===== src/rtl/core/cps_pkg.sv =====
`default_nettype none
// ----------------------------------------------------------------------------
// cps_pkg
// Shared types, codes and constants of the compass pattern search sequencer.
// ----------------------------------------------------------------------------
package cps_pkg;

	localparam int PARAM_SLOTS = 8;
	localparam int VALUE_BITS  = 32;

	localparam logic [1:0] CMD_LOAD  = 2'd0;
	localparam logic [1:0] CMD_START = 2'd1;
	localparam logic [1:0] CMD_SCORE = 2'd2;

	localparam logic [1:0] KIND_TRIAL  = 2'd0;
	localparam logic [1:0] KIND_COMMIT = 2'd1;
	localparam logic [1:0] KIND_PASS   = 2'd2;
	localparam logic [1:0] KIND_DONE   = 2'd3;

	localparam logic CFG_MAX_CYCLES = 1'b0;
	localparam logic CFG_RESET_BEST = 1'b1;

	// datapath operations requested by the controller
	typedef enum logic [3:0] {
		OP_NONE,
		OP_LOAD,       // write slot from input word
		OP_START,      // clear pass count and best, begin pass
		OP_NEXTPASS,   // start next pass
		OP_SEEK_SKIP,  // current group finished, advance
		OP_SEEK_OPEN,  // open current group, emit first trial
		OP_SCORE,      // fold in score, advance trial slot
		OP_COMMIT,     // commit group, emit commit
		OP_PASS_END,   // count pass
		OP_EMIT_PASS,  // emit pass finished
		OP_EMIT_DONE   // emit search finished
	} op_t;

	typedef struct packed {
		op_t  op;
		logic last;
	} cmd_t;

	typedef struct packed {
		logic at_end;      // current_param beyond last slot
		logic grp_done;    // current group finished
		logic trials_left; // after score: more trials remain
		logic stop;        // after pass count: search ends
		logic zero_max;    // max_cycles is zero
	} stat_t;

endpackage : cps_pkg
`default_nettype wire


===== src/rtl/core/cps_datapath.sv =====
`default_nettype none
// ----------------------------------------------------------------------------
// cps_datapath
// Slot store, score compare, trial value generation and result register.
// ----------------------------------------------------------------------------
module cps_datapath #(
	parameter int PARAM_SLOTS = cps_pkg::PARAM_SLOTS,
	parameter int VALUE_BITS  = cps_pkg::VALUE_BITS
) (
	input  wire               clk,
	input  wire               arst_n,
	input  cps_pkg::cmd_t     cmd,
	input  wire  [2:0]        in_index,
	input  wire  [31:0]       in_value,
	input  wire  [30:0]       in_step,
	input  wire  [30:0]       in_tol,
	input  wire               in_coupled,
	input  wire  [31:0]       in_score,
	input  wire               in_invalid,
	input  wire  [15:0]       max_cycles,
	input  wire               reset_best,
	output cps_pkg::stat_t    stat,
	output logic [122:0]      res_q     // packed result word
);
	localparam int IW = (PARAM_SLOTS > 1) ? $clog2(PARAM_SLOTS) : 1;
	localparam int CW = $clog2(PARAM_SLOTS + 2);
	localparam logic signed [VALUE_BITS:0] VMAX = {2'b00, {(VALUE_BITS-1){1'b1}}};
	localparam logic signed [VALUE_BITS:0] VMIN = {2'b11, {(VALUE_BITS-1){1'b0}}};

	logic signed [VALUE_BITS-1:0] val_q [PARAM_SLOTS];
	logic [30:0] step_q [PARAM_SLOTS];
	logic [30:0] tol_q  [PARAM_SLOTS];
	logic [PARAM_SLOTS-1:0] pair_q;

	logic        best_max_q, gmin_max_q, all_fin_q;
	logic [31:0] best_q, gmin_q;
	logic [3:0]  gslot_q, tslot_q;
	logic [CW-1:0] cur_q;
	logic [15:0] passes_q;

	logic [IW-1:0] p, p1;
	logic is_pair, at_end;
	logic [CW:0] cur_ext;

	assign cur_ext = {1'b0, cur_q};
	assign at_end  = cur_ext >= (CW+1)'(PARAM_SLOTS);
	assign p       = at_end ? '0 : cur_q[IW-1:0];
	assign p1      = IW'(cur_ext + (CW+1)'(1));
	assign is_pair = !at_end && pair_q[p] && (cur_ext + (CW+1)'(1) < (CW+1)'(PARAM_SLOTS));

	function automatic logic signed [VALUE_BITS-1:0] offv(
		input logic signed [VALUE_BITS-1:0] v, input logic [30:0] s, input logic [1:0] k);
		logic signed [VALUE_BITS+31:0] t;
		t = $signed({{32{v[VALUE_BITS-1]}}, v});
		if (k == 2'd0) t = t - $signed({{VALUE_BITS{1'b0}}, 1'b0, s});
		else if (k == 2'd2) t = t + $signed({{VALUE_BITS{1'b0}}, 1'b0, s});
		if (t > $signed((VALUE_BITS+32)'(VMAX))) t = (VALUE_BITS+32)'(VMAX);
		if (t < $signed({{31{1'b1}}, VMIN})) t = {{31{1'b1}}, VMIN};
		return t[VALUE_BITS-1:0];
	endfunction

	// emitted slot: a pair opens at 0, a single at center, or minus with a best
	logic [3:0] tsel;
	assign tsel = (cmd.op == cps_pkg::OP_SEEK_OPEN)
		? (is_pair ? 4'd0 : {3'd0, best_max_q}) : tslot_q;

	logic [1:0] k1, k2, sk1, sk2;
	always_comb begin
		k1 = is_pair ? ((tsel >= 4'd6) ? 2'd2 : (tsel >= 4'd3) ? 2'd1 : 2'd0)
			: tsel[1:0];
		k2 = 2'(tsel - 4'd3 * {2'b0, k1});
		sk1 = is_pair ? ((gslot_q >= 4'd6) ? 2'd2 : (gslot_q >= 4'd3) ? 2'd1 : 2'd0)
			: gslot_q[1:0];
		sk2 = 2'(gslot_q - 4'd3 * {2'b0, sk1});
	end

	logic signed [VALUE_BITS-1:0] tv1, tv2, cv1, cv2;
	assign tv1 = offv(val_q[p], step_q[p], k1);
	assign tv2 = offv(val_q[p1], step_q[p1], k2);
	assign cv1 = offv(val_q[p], step_q[p], sk1);
	assign cv2 = offv(val_q[p1], step_q[p1], sk2);

	logic grp_done;
	assign grp_done = is_pair ? (step_q[p] < tol_q[p] && step_q[p1] < tol_q[p1])
		: (step_q[p] < tol_q[p]);

	logic better;
	assign better = !in_invalid && (gmin_max_q || $signed(in_score) < $signed(gmin_q));

	// single slot order: center, minus, plus; 3 marks the group complete
	logic [3:0] tnext;
	always_comb begin
		if (is_pair) tnext = tslot_q + 4'd1;
		else if (tslot_q == 4'd1) tnext = 4'd0;
		else if (tslot_q == 4'd0) tnext = 4'd2;
		else tnext = 4'd3;
	end

	assign stat.at_end      = at_end;
	assign stat.grp_done    = grp_done;
	assign stat.trials_left = is_pair ? (tslot_q < 4'd9) : (tslot_q != 4'd3);
	assign stat.stop        = all_fin_q || passes_q >= max_cycles;
	assign stat.zero_max    = max_cycles == 16'd0;

	// result word: kind, idx1, val1, pv, idx2, val2, best, is_max, passes, last
	function automatic logic [122:0] pack(input logic [1:0] kd, input logic [2:0] i1,
		input logic [31:0] v1, input logic pv, input logic [2:0] i2, input logic [31:0] v2,
		input logic bm, input logic [31:0] bs, input logic [15:0] pc, input logic lst);
		return {lst, pc, bm, (bm ? 32'h7FFF_FFFF : bs), v2, i2, pv, v1, i1, kd};
	endfunction

	logic signed [31:0] tv1w, tv2w, cv1w, cv2w;
	assign tv1w = 32'(tv1);
	assign tv2w = is_pair ? 32'(tv2) : 32'd0;
	assign cv1w = 32'(cv1);
	assign cv2w = is_pair ? 32'(cv2) : 32'd0;

	logic [2:0] i1w, i2w;
	assign i1w = 3'(p);
	assign i2w = is_pair ? 3'(p1) : 3'd0;

	always_ff @(posedge clk or negedge arst_n) begin
		if (!arst_n) begin
			pair_q <= '0;
			best_max_q <= 1'b1;
			best_q <= '0;
			gmin_max_q <= 1'b1;
			gmin_q <= '0;
			gslot_q <= '0;
			tslot_q <= '0;
			cur_q <= '0;
			passes_q <= '0;
			all_fin_q <= 1'b1;
		end else begin
			unique case (cmd.op)
				cps_pkg::OP_LOAD: begin
					if (32'(in_index) < 32'(PARAM_SLOTS))
						pair_q[IW'(in_index)] <= in_coupled;
				end
				cps_pkg::OP_START: begin
					passes_q <= '0;
					best_max_q <= 1'b1;
					best_q <= '0;
					all_fin_q <= 1'b1;
					cur_q <= '0;
				end
				cps_pkg::OP_NEXTPASS: begin
					all_fin_q <= 1'b1;
					cur_q <= '0;
					if (reset_best) begin
						best_max_q <= 1'b1;
						best_q <= '0;
					end
				end
				cps_pkg::OP_SEEK_SKIP: cur_q <= cur_q + (is_pair ? CW'(2) : CW'(1));
				cps_pkg::OP_SEEK_OPEN: begin
					all_fin_q <= 1'b0;
					gmin_max_q <= best_max_q;
					gmin_q <= best_q;
					gslot_q <= is_pair ? 4'd4 : 4'd1;
					tslot_q <= tsel;
				end
				cps_pkg::OP_SCORE: begin
					if (better) begin
						gmin_max_q <= 1'b0;
						gmin_q <= in_score;
						gslot_q <= tslot_q;
					end
					tslot_q <= tnext;
				end
				cps_pkg::OP_COMMIT: begin
					best_max_q <= gmin_max_q;
					best_q <= gmin_q;
					cur_q <= cur_q + (is_pair ? CW'(2) : CW'(1));
				end
				cps_pkg::OP_PASS_END: passes_q <= passes_q + 16'd1;
				default: ;
			endcase
		end
	end

	always_ff @(posedge clk) begin
		unique case (cmd.op)
			cps_pkg::OP_LOAD: begin
				if (32'(in_index) < 32'(PARAM_SLOTS)) begin
					val_q[IW'(in_index)]  <= offv(VALUE_BITS'($signed(in_value)), 31'd0, 2'd1);
					step_q[IW'(in_index)] <= in_step;
					tol_q[IW'(in_index)]  <= in_tol;
				end
			end
			cps_pkg::OP_SEEK_OPEN:
				res_q <= pack(cps_pkg::KIND_TRIAL, i1w, tv1w, is_pair, i2w, tv2w,
					best_max_q, best_q, passes_q, cmd.last);
			cps_pkg::OP_SCORE:
				res_q <= res_q;
			cps_pkg::OP_COMMIT: begin
				val_q[p] <= cv1;
				if (is_pair) val_q[p1] <= cv2;
				if (gslot_q == (is_pair ? 4'd4 : 4'd1)) begin
					step_q[p] <= step_q[p] >> 1;
					if (is_pair) step_q[p1] <= step_q[p1] >> 1;
				end
				res_q <= pack(cps_pkg::KIND_COMMIT, i1w, cv1w, is_pair, i2w, cv2w,
					gmin_max_q, gmin_q, passes_q, cmd.last);
			end
			cps_pkg::OP_EMIT_PASS:
				res_q <= pack(cps_pkg::KIND_PASS, 3'd0, 32'd0, 1'b0, 3'd0, 32'd0,
					best_max_q, best_q, passes_q, cmd.last);
			cps_pkg::OP_EMIT_DONE:
				res_q <= pack(cps_pkg::KIND_DONE, 3'd0, 32'd0, 1'b0, 3'd0, 32'd0,
					best_max_q, best_q, passes_q, cmd.last);
			cps_pkg::OP_NONE: begin
				// after a score with trials left, emit next trial
				if (cmd.last)
					res_q <= pack(cps_pkg::KIND_TRIAL, i1w, tv1w, is_pair, i2w, tv2w,
						best_max_q, best_q, passes_q, 1'b1);
			end
			default: ;
		endcase
	end

endmodule : cps_datapath
`default_nettype wire


===== src/rtl/core/cps_control.sv =====
`default_nettype none
// ----------------------------------------------------------------------------
// cps_control
// Sequencer: accepts a word, steps the datapath, hands out results.
// ----------------------------------------------------------------------------
module cps_control (
	input  wire             clk,
	input  wire             arst_n,
	input  wire             in_valid,
	output logic            in_ready,
	input  wire  [1:0]      in_cmd,
	input  cps_pkg::stat_t  stat,
	output cps_pkg::cmd_t   cmd,
	output logic            out_valid,
	input  wire             out_ready
);
	localparam logic [3:0] S_IDLE = 4'd0, S_SEEK = 4'd1, S_SCORE = 4'd2,
		S_AFTER = 4'd3, S_COMMIT = 4'd4, S_PEND = 4'd5, S_WAIT = 4'd6,
		S_START = 4'd7, S_NTRIAL = 4'd8;

	logic [3:0] state_q, state_d, ret_q, ret_d;
	logic       run_q, run_d, ov_q, ov_d;

	assign out_valid = ov_q;
	assign in_ready  = (state_q == S_IDLE) && !ov_q;

	always_comb begin
		state_d = state_q;
		ret_d = ret_q;
		run_d = run_q;
		ov_d = ov_q && !out_ready;
		cmd.op = cps_pkg::OP_NONE;
		cmd.last = 1'b0;
		unique case (state_q)
			S_IDLE: begin
				if (in_valid && in_ready) begin
					priority case (in_cmd)
						cps_pkg::CMD_LOAD: if (!run_q) cmd.op = cps_pkg::OP_LOAD;
						cps_pkg::CMD_START: begin
							cmd.op = cps_pkg::OP_START;
							state_d = S_START;
						end
						cps_pkg::CMD_SCORE: if (run_q) begin
							cmd.op = cps_pkg::OP_SCORE;
							state_d = S_AFTER;
						end
						default: ;
					endcase
				end
			end
			S_START: begin
				if (stat.zero_max) begin
					cmd.op = cps_pkg::OP_EMIT_DONE;
					cmd.last = 1'b1;
					ov_d = 1'b1;
					run_d = 1'b0;
					state_d = S_IDLE;
				end else begin
					run_d = 1'b1;
					state_d = S_SEEK;
				end
			end
			S_AFTER: begin
				if (stat.trials_left) begin
					cmd.last = 1'b1;
					ov_d = 1'b1;
					state_d = S_IDLE;
				end else state_d = S_COMMIT;
			end
			S_COMMIT: begin
				cmd.op = cps_pkg::OP_COMMIT;
				ov_d = 1'b1;
				state_d = S_WAIT;
				ret_d = S_SEEK;
			end
			S_SEEK: begin
				if (stat.at_end) begin
					cmd.op = cps_pkg::OP_PASS_END;
					state_d = S_PEND;
				end else if (stat.grp_done) cmd.op = cps_pkg::OP_SEEK_SKIP;
				else begin
					cmd.op = cps_pkg::OP_SEEK_OPEN;
					cmd.last = 1'b1;
					ov_d = 1'b1;
					state_d = S_IDLE;
				end
			end
			S_PEND: begin
				if (stat.stop) begin
					cmd.op = cps_pkg::OP_EMIT_DONE;
					cmd.last = 1'b1;
					run_d = 1'b0;
					ov_d = 1'b1;
					state_d = S_IDLE;
				end else begin
					cmd.op = cps_pkg::OP_EMIT_PASS;
					ov_d = 1'b1;
					state_d = S_WAIT;
					ret_d = S_NTRIAL;
				end
			end
			S_NTRIAL: begin
				cmd.op = cps_pkg::OP_NEXTPASS;
				state_d = S_SEEK;
			end
			S_WAIT: begin
				if (!ov_q) state_d = ret_q;
			end
			default: state_d = S_IDLE;
		endcase
	end

	always_ff @(posedge clk or negedge arst_n) begin
		if (!arst_n) begin
			state_q <= S_IDLE;
			ret_q <= S_IDLE;
			run_q <= 1'b0;
			ov_q <= 1'b0;
		end else begin
			state_q <= state_d;
			ret_q <= ret_d;
			run_q <= run_d;
			ov_q <= ov_d;
		end
	end

endmodule : cps_control
`default_nettype wire


===== src/rtl/core/coordinate_pattern_search.sv =====
`default_nettype none
// ----------------------------------------------------------------------------
// coordinate_pattern_search
// Compass pattern search sequencer with step halving on Q16.16 values.
// ----------------------------------------------------------------------------
//  channel  | dir | payload
//  s_axis   | in  | command word: tuser=command, tdata=load and score fields
//  m_axis   | out | result word: tuser=kind, tdata=indexes, values, best, count
//  cfg      | in  | index + data, reg 0 max_cycles, reg 1 reset_best_each_cycle
//
// A load or an ignored word leaves the block idle. A score with a trial left
// goes via the after-score state, which registers the next trial; else the
// commit state registers the commit. A taken commit word leads to seek, which
// skips finished groups and opens the next; the pass-end state registers the
// pass or done word, and a taken pass word leads via next-pass to seek. No
// word is taken while a result word waits. Reset spares slot values and steps.
// ----------------------------------------------------------------------------
module coordinate_pattern_search #(
	parameter int PARAM_SLOTS = cps_pkg::PARAM_SLOTS,
	parameter int VALUE_BITS  = cps_pkg::VALUE_BITS
) (
	input  wire          clk,
	input  wire          arst_n,
	input  wire          s_axis_tvalid,
	output logic         s_axis_tready,
	// tdata: param_index, load_value, load_step, load_tolerance, load_coupled,
	//        score, score_invalid
	input  wire  [135:0] s_axis_tdata,
	// tuser: command
	input  wire  [1:0]   s_axis_tuser,
	output logic         m_axis_tvalid,
	input  wire          m_axis_tready,
	// tdata: first_index, first_value, pair_valid, second_index, second_value,
	//        best_score, best_is_max, pass_count
	output logic [119:0] m_axis_tdata,
	// tuser: kind
	output logic [1:0]   m_axis_tuser,
	output logic         m_axis_tlast,
	input  wire          cfg_valid,
	output logic         cfg_ready,
	input  wire          cfg_index,
	input  wire  [15:0]  cfg_data
);
	cps_pkg::cmd_t  cmd;
	cps_pkg::stat_t stat;
	logic [122:0]   res;
	logic [15:0]    max_cycles_q;
	logic           reset_best_q;

	assign cfg_ready = 1'b1;
	always_ff @(posedge clk or negedge arst_n) begin
		if (!arst_n) begin
			max_cycles_q <= 16'd1;
			reset_best_q <= 1'b0;
		end else if (cfg_valid) begin
			if (cfg_index == cps_pkg::CFG_MAX_CYCLES) max_cycles_q <= cfg_data;
			else reset_best_q <= cfg_data[0];
		end
	end

	cps_control u_ctl (
		.clk(clk), .arst_n(arst_n), .in_valid(s_axis_tvalid), .in_ready(s_axis_tready),
		.in_cmd(s_axis_tuser), .stat(stat), .cmd(cmd),
		.out_valid(m_axis_tvalid), .out_ready(m_axis_tready));

	cps_datapath #(.PARAM_SLOTS(PARAM_SLOTS), .VALUE_BITS(VALUE_BITS)) u_dp (
		.clk(clk), .arst_n(arst_n), .cmd(cmd),
		.in_index(s_axis_tdata[2:0]), .in_value(s_axis_tdata[34:3]),
		.in_step(s_axis_tdata[65:35]), .in_tol(s_axis_tdata[96:66]),
		.in_coupled(s_axis_tdata[97]), .in_score(s_axis_tdata[129:98]),
		.in_invalid(s_axis_tdata[130]), .max_cycles(max_cycles_q),
		.reset_best(reset_best_q), .stat(stat), .res_q(res));

	assign m_axis_tuser = res[1:0];
	assign m_axis_tdata = res[121:2];
	assign m_axis_tlast = res[122];

endmodule : coordinate_pattern_search
`default_nettype wire


===== config.mk =====
export PLATFORM = sky130hd
export DESIGN_NAME = coordinate_pattern_search
export DESIGN_NICKNAME = d
export VERILOG_FILES = /design/src/rtl/core/cps_pkg.sv /design/src/rtl/core/cps_datapath.sv /design/src/rtl/core/cps_control.sv /design/src/rtl/core/coordinate_pattern_search.sv
export SDC_FILE = /design/constraint.sdc
export NUM_CORES = 2
export LEC_CHECK = 0
export BUFFER_PORTS_ARGS = -buffer_cell sky130_fd_sc_hd__buf_2
export CORE_MARGIN = 4
export CORE_UTILIZATION = 24
export DETAILED_ROUTE_END_ITERATION = 12
export PLACE_DENSITY = 0.38
export SKIP_CTS_REPAIR_TIMING = 1
export SLEW_MARGIN = 20
export SYNTH_ARGS = -nofsm -noshare
export SYNTH_HDL_FRONTEND = slang
export SYNTH_SLANG_ARGS = --single-unit

===== constraint.sdc =====
create_clock -name clk -period 24 [get_ports clk]
set_input_delay 0 -clock clk [delete_from_list [all_inputs] [get_ports clk]]
set_output_delay 0 -clock clk [all_outputs]
set_load 0.02 [all_outputs]

==> metrics.txt <==
commonest cells in the netlist 867 x edfxtp_1, 656 x nand2_1, 443 x nor2_1; CP required 24560 ps; final net count 7005; Crit Path Max Fanout 43; initial antenna violation count 31; CP arrival 12190 ps; chip width 527 µm; DRC errors left 0; Std-Cell Rows 190; hold violation count in the final report 23; Synth cell types 115; DR WL/cell 31.8 µm; Post-Route WL 326000 µm; layout cells sized above 1 17.7%; worst slew pin tran 1290 ps; Avg Cell Area, Syn 10.4 µm²; asr flop ratio synth 12.7%; r2r worst-path depth 27; HP Class primary input to register; DRT Pass-1 Iters 6; die height 527 µm; CP startpoint kind register; Vias 57200; count leader, synth edfxtp_1; status finished with violations; Mapped Cells 6182; failing checks negative hold slack; clock-pin slew on the worst setup and hold paths 60 ps; GPL Wtd Cong 0.910; largest net degree at the start of global routing 87; Vias/cell 5.57; Slew Limit Fails 0; Setup violations, final 0; top cell type's share of synthesized area 40.3%; worst hold path depth 5; first-pass GRT wire length 445000 µm; total grt overflow 0; share of the yosys chip area belonging to registers 45.5%; area growth from synthesis to layout 19.9%; IO Count 286; Clock Sink Count 1002; initial drt markers 6763; leading area contributor after synthesis edfxtp_1; period utilization 48.5%; DP HPWL 219000 µm; post-synthesis cell area 64600 µm²; Num CTS Buffers 139; CTS tree yes; synth warn 0; Worst setup EP type register; H-tree depth 4; worst hold slack -82.5 ps; EDFF count, synth 867; Synth Net Count 6595; Max-Cap Viols 0; Filler Cells Inserted 27800; Initial Util 24.1%; core area 268000 µm²; DRT antenna net count 0; Clock Tree Root clkbuf_16; Die ar. 277000 µm²; GRT Util Overall 22.5%; Clock Path Buffers 4; port buffer count 279; Final Skew 54.4 ps; ys flop type edfxtp_1; flops & latches, synth 1002; unrepaired setup endpoints after global routing no; vias in the first global route 54500; Tmin final 11640 ps; setup_tns 0 ps; max_slew headroom 13.1%; Clock Latency Late Sink 820 ps; Setup CP Type register to register; Area contributors post-synth edfxtp_1 40%, mux4_2 6.2%, mux2i_1 5.8%, ha_1 4.8%, dfrtp_1 4.8%; Max Fclk 85.9 MHz
[stage by stage]
stage / setup WS (ps) / util (%) / hold slack (ps) / cell area [µm²] / std cells
6_report: 12360 / 28.9 / -82.5 / 77400 / 10300
5_1_grt: 12130 / 28.9 / -2.24 / 77400 / 10200
4_1_cts: 12510 / 28.1 / -722 / 75400 / 10000
3_5_place_dp: 12590 / 26.6 / 130 / 71200 / 9809
3_3_place_gp: 12490 / 26.6 / 123 / 71200 / 9807
2_1_floorplan: 9560 / - / -296 / 64600 / 6182
[state kept, by name, summed over array words and instances (netlist names), 2 cells and up]
| name | cells |
|---|---|
| u_dp.gmin_q | 32 |
| u_ctl.ret_q | 2 |
| u_dp.res_q | 123 |
| u_dp.tol_q | 248 |
| u_ctl.state_q | 4 |
| u_dp.cur_q | 4 |
| u_dp.passes_q | 16 |
| u_dp.pair_q | 7 |
| u_dp.step_q | 248 |
| u_dp.best_q | 32 |
| u_dp.tslot_q | 4 |
| u_dp.val_q | 256 |
| max_cycles_q | 16 |
| u_dp.gslot_q | 4 |
[placed cells by master (no fill, tap or decap), types with 68 or more instances in the layout]
cell type	count
a21oi_1	397
a31oi_1	78
buf_2	278
buf_4	258
clkbuf_16	142
dfrtp_1	120
dlygate4sd3_1	193
edfxtp_1	867
ha_1	246
inv_1	206
mux2i_1	374
mux4_2	178
nand2_1	644
nand3_1	68
nor2_1	412
nor3_1	153
o21ai_0	317
o221ai_1	100
o22ai_1	348
xnor2_1	70
[layout make-up]
cell class | count | area (µm²) | area share [%]
multi-input combinational | 4498 | 33100 | 42.7
clock buffer | 175 | 3720 | 4.80
antenna | 19 | 47.5 | 0.0614
clock inverter | 59 | 512 | 0.661
inverter | 213 | 802 | 1.04
tap | 3552 | 4440 | 5.74
timing repair buffer | 738 | 5440 | 7.03
sequential | 1002 | 29400 | 38.0
[worst max-delay path: stages, from the launching register on]
cell,delay (ps)
dfrtp_4,760
clkinv_2,590
ha_4,860
nand2_1,570
nor2_4,640
buf_4,580
a222oi_1,180
o221a_2,320
inv_1,290
ha_1,300
nand4_1,150
nor4_1,130
nand2_1,90
o2111ai_1,240
a211oi_4,800
a31oi_1,230
or2_2,380
nand2_1,330
ha_2,510
nor2_1,90
mux2i_1,120
o21ai_1,110
a311oi_4,250
buf_4,630
mux2i_1,520
mux2i_1,970
a211oi_1,90
o22ai_1,390
[path summary, 6_finish.rpt]
| path | start | endpoint | slack, ps |
|---|---|---|---|
| min in group asynchronous | arst_n | u_dp.gmin_max_q | 340 |
| worst min register to register | u_ctl.ret_q[0] | u_ctl.ret_q[0] | 480 |
| worst min-delay path | s_axis_tdata[38] | u_dp.step_q[1][3] | -80 |
| max in group asynchronous | arst_n | u_dp.passes_q[1] | 22860 |
| worst max register to register | u_dp.cur_q[0] | u_dp.res_q[57] | 12360 |
| worst max-delay path | u_dp.cur_q[0] | u_dp.res_q[57] | 12360 |
[layer usage]
| layer | up-vias | global-route usage (%) | wire length [µm] |
|---|---|---|---|
| li1 | 24700 | - | - |
| met1 | 29100 | 30.5 | 141000 |
| met2 | 2812 | 34.5 | 143000 |
| met3 | 534 | 4.24 | 25700 |
| met4 | 14 | 10.2 | 16500 |
| met5 | - | 0 | 92 |
[cell families (layout without fill, tap and decap cells)]
group	count (synthesis)	after routing	synth area share (%)
AO/OA/AOI/OAI	1892	1892	19.3
AND/OR/NAND/NOR	1620	1620	11.2
buffers and inverters	682	1185	4.25
XOR/XNOR	93	93	1.27
adder cells (fa/ha/maj)	280	280	5.38
other	1	20	0.00581
multiplexers	612	612	13.1
flip-flops	1002	1002	45.5
Power is left out: the tool's default activity adds up to more than one toggle a clock period on the data nets, which glitch-free logic cannot reach.
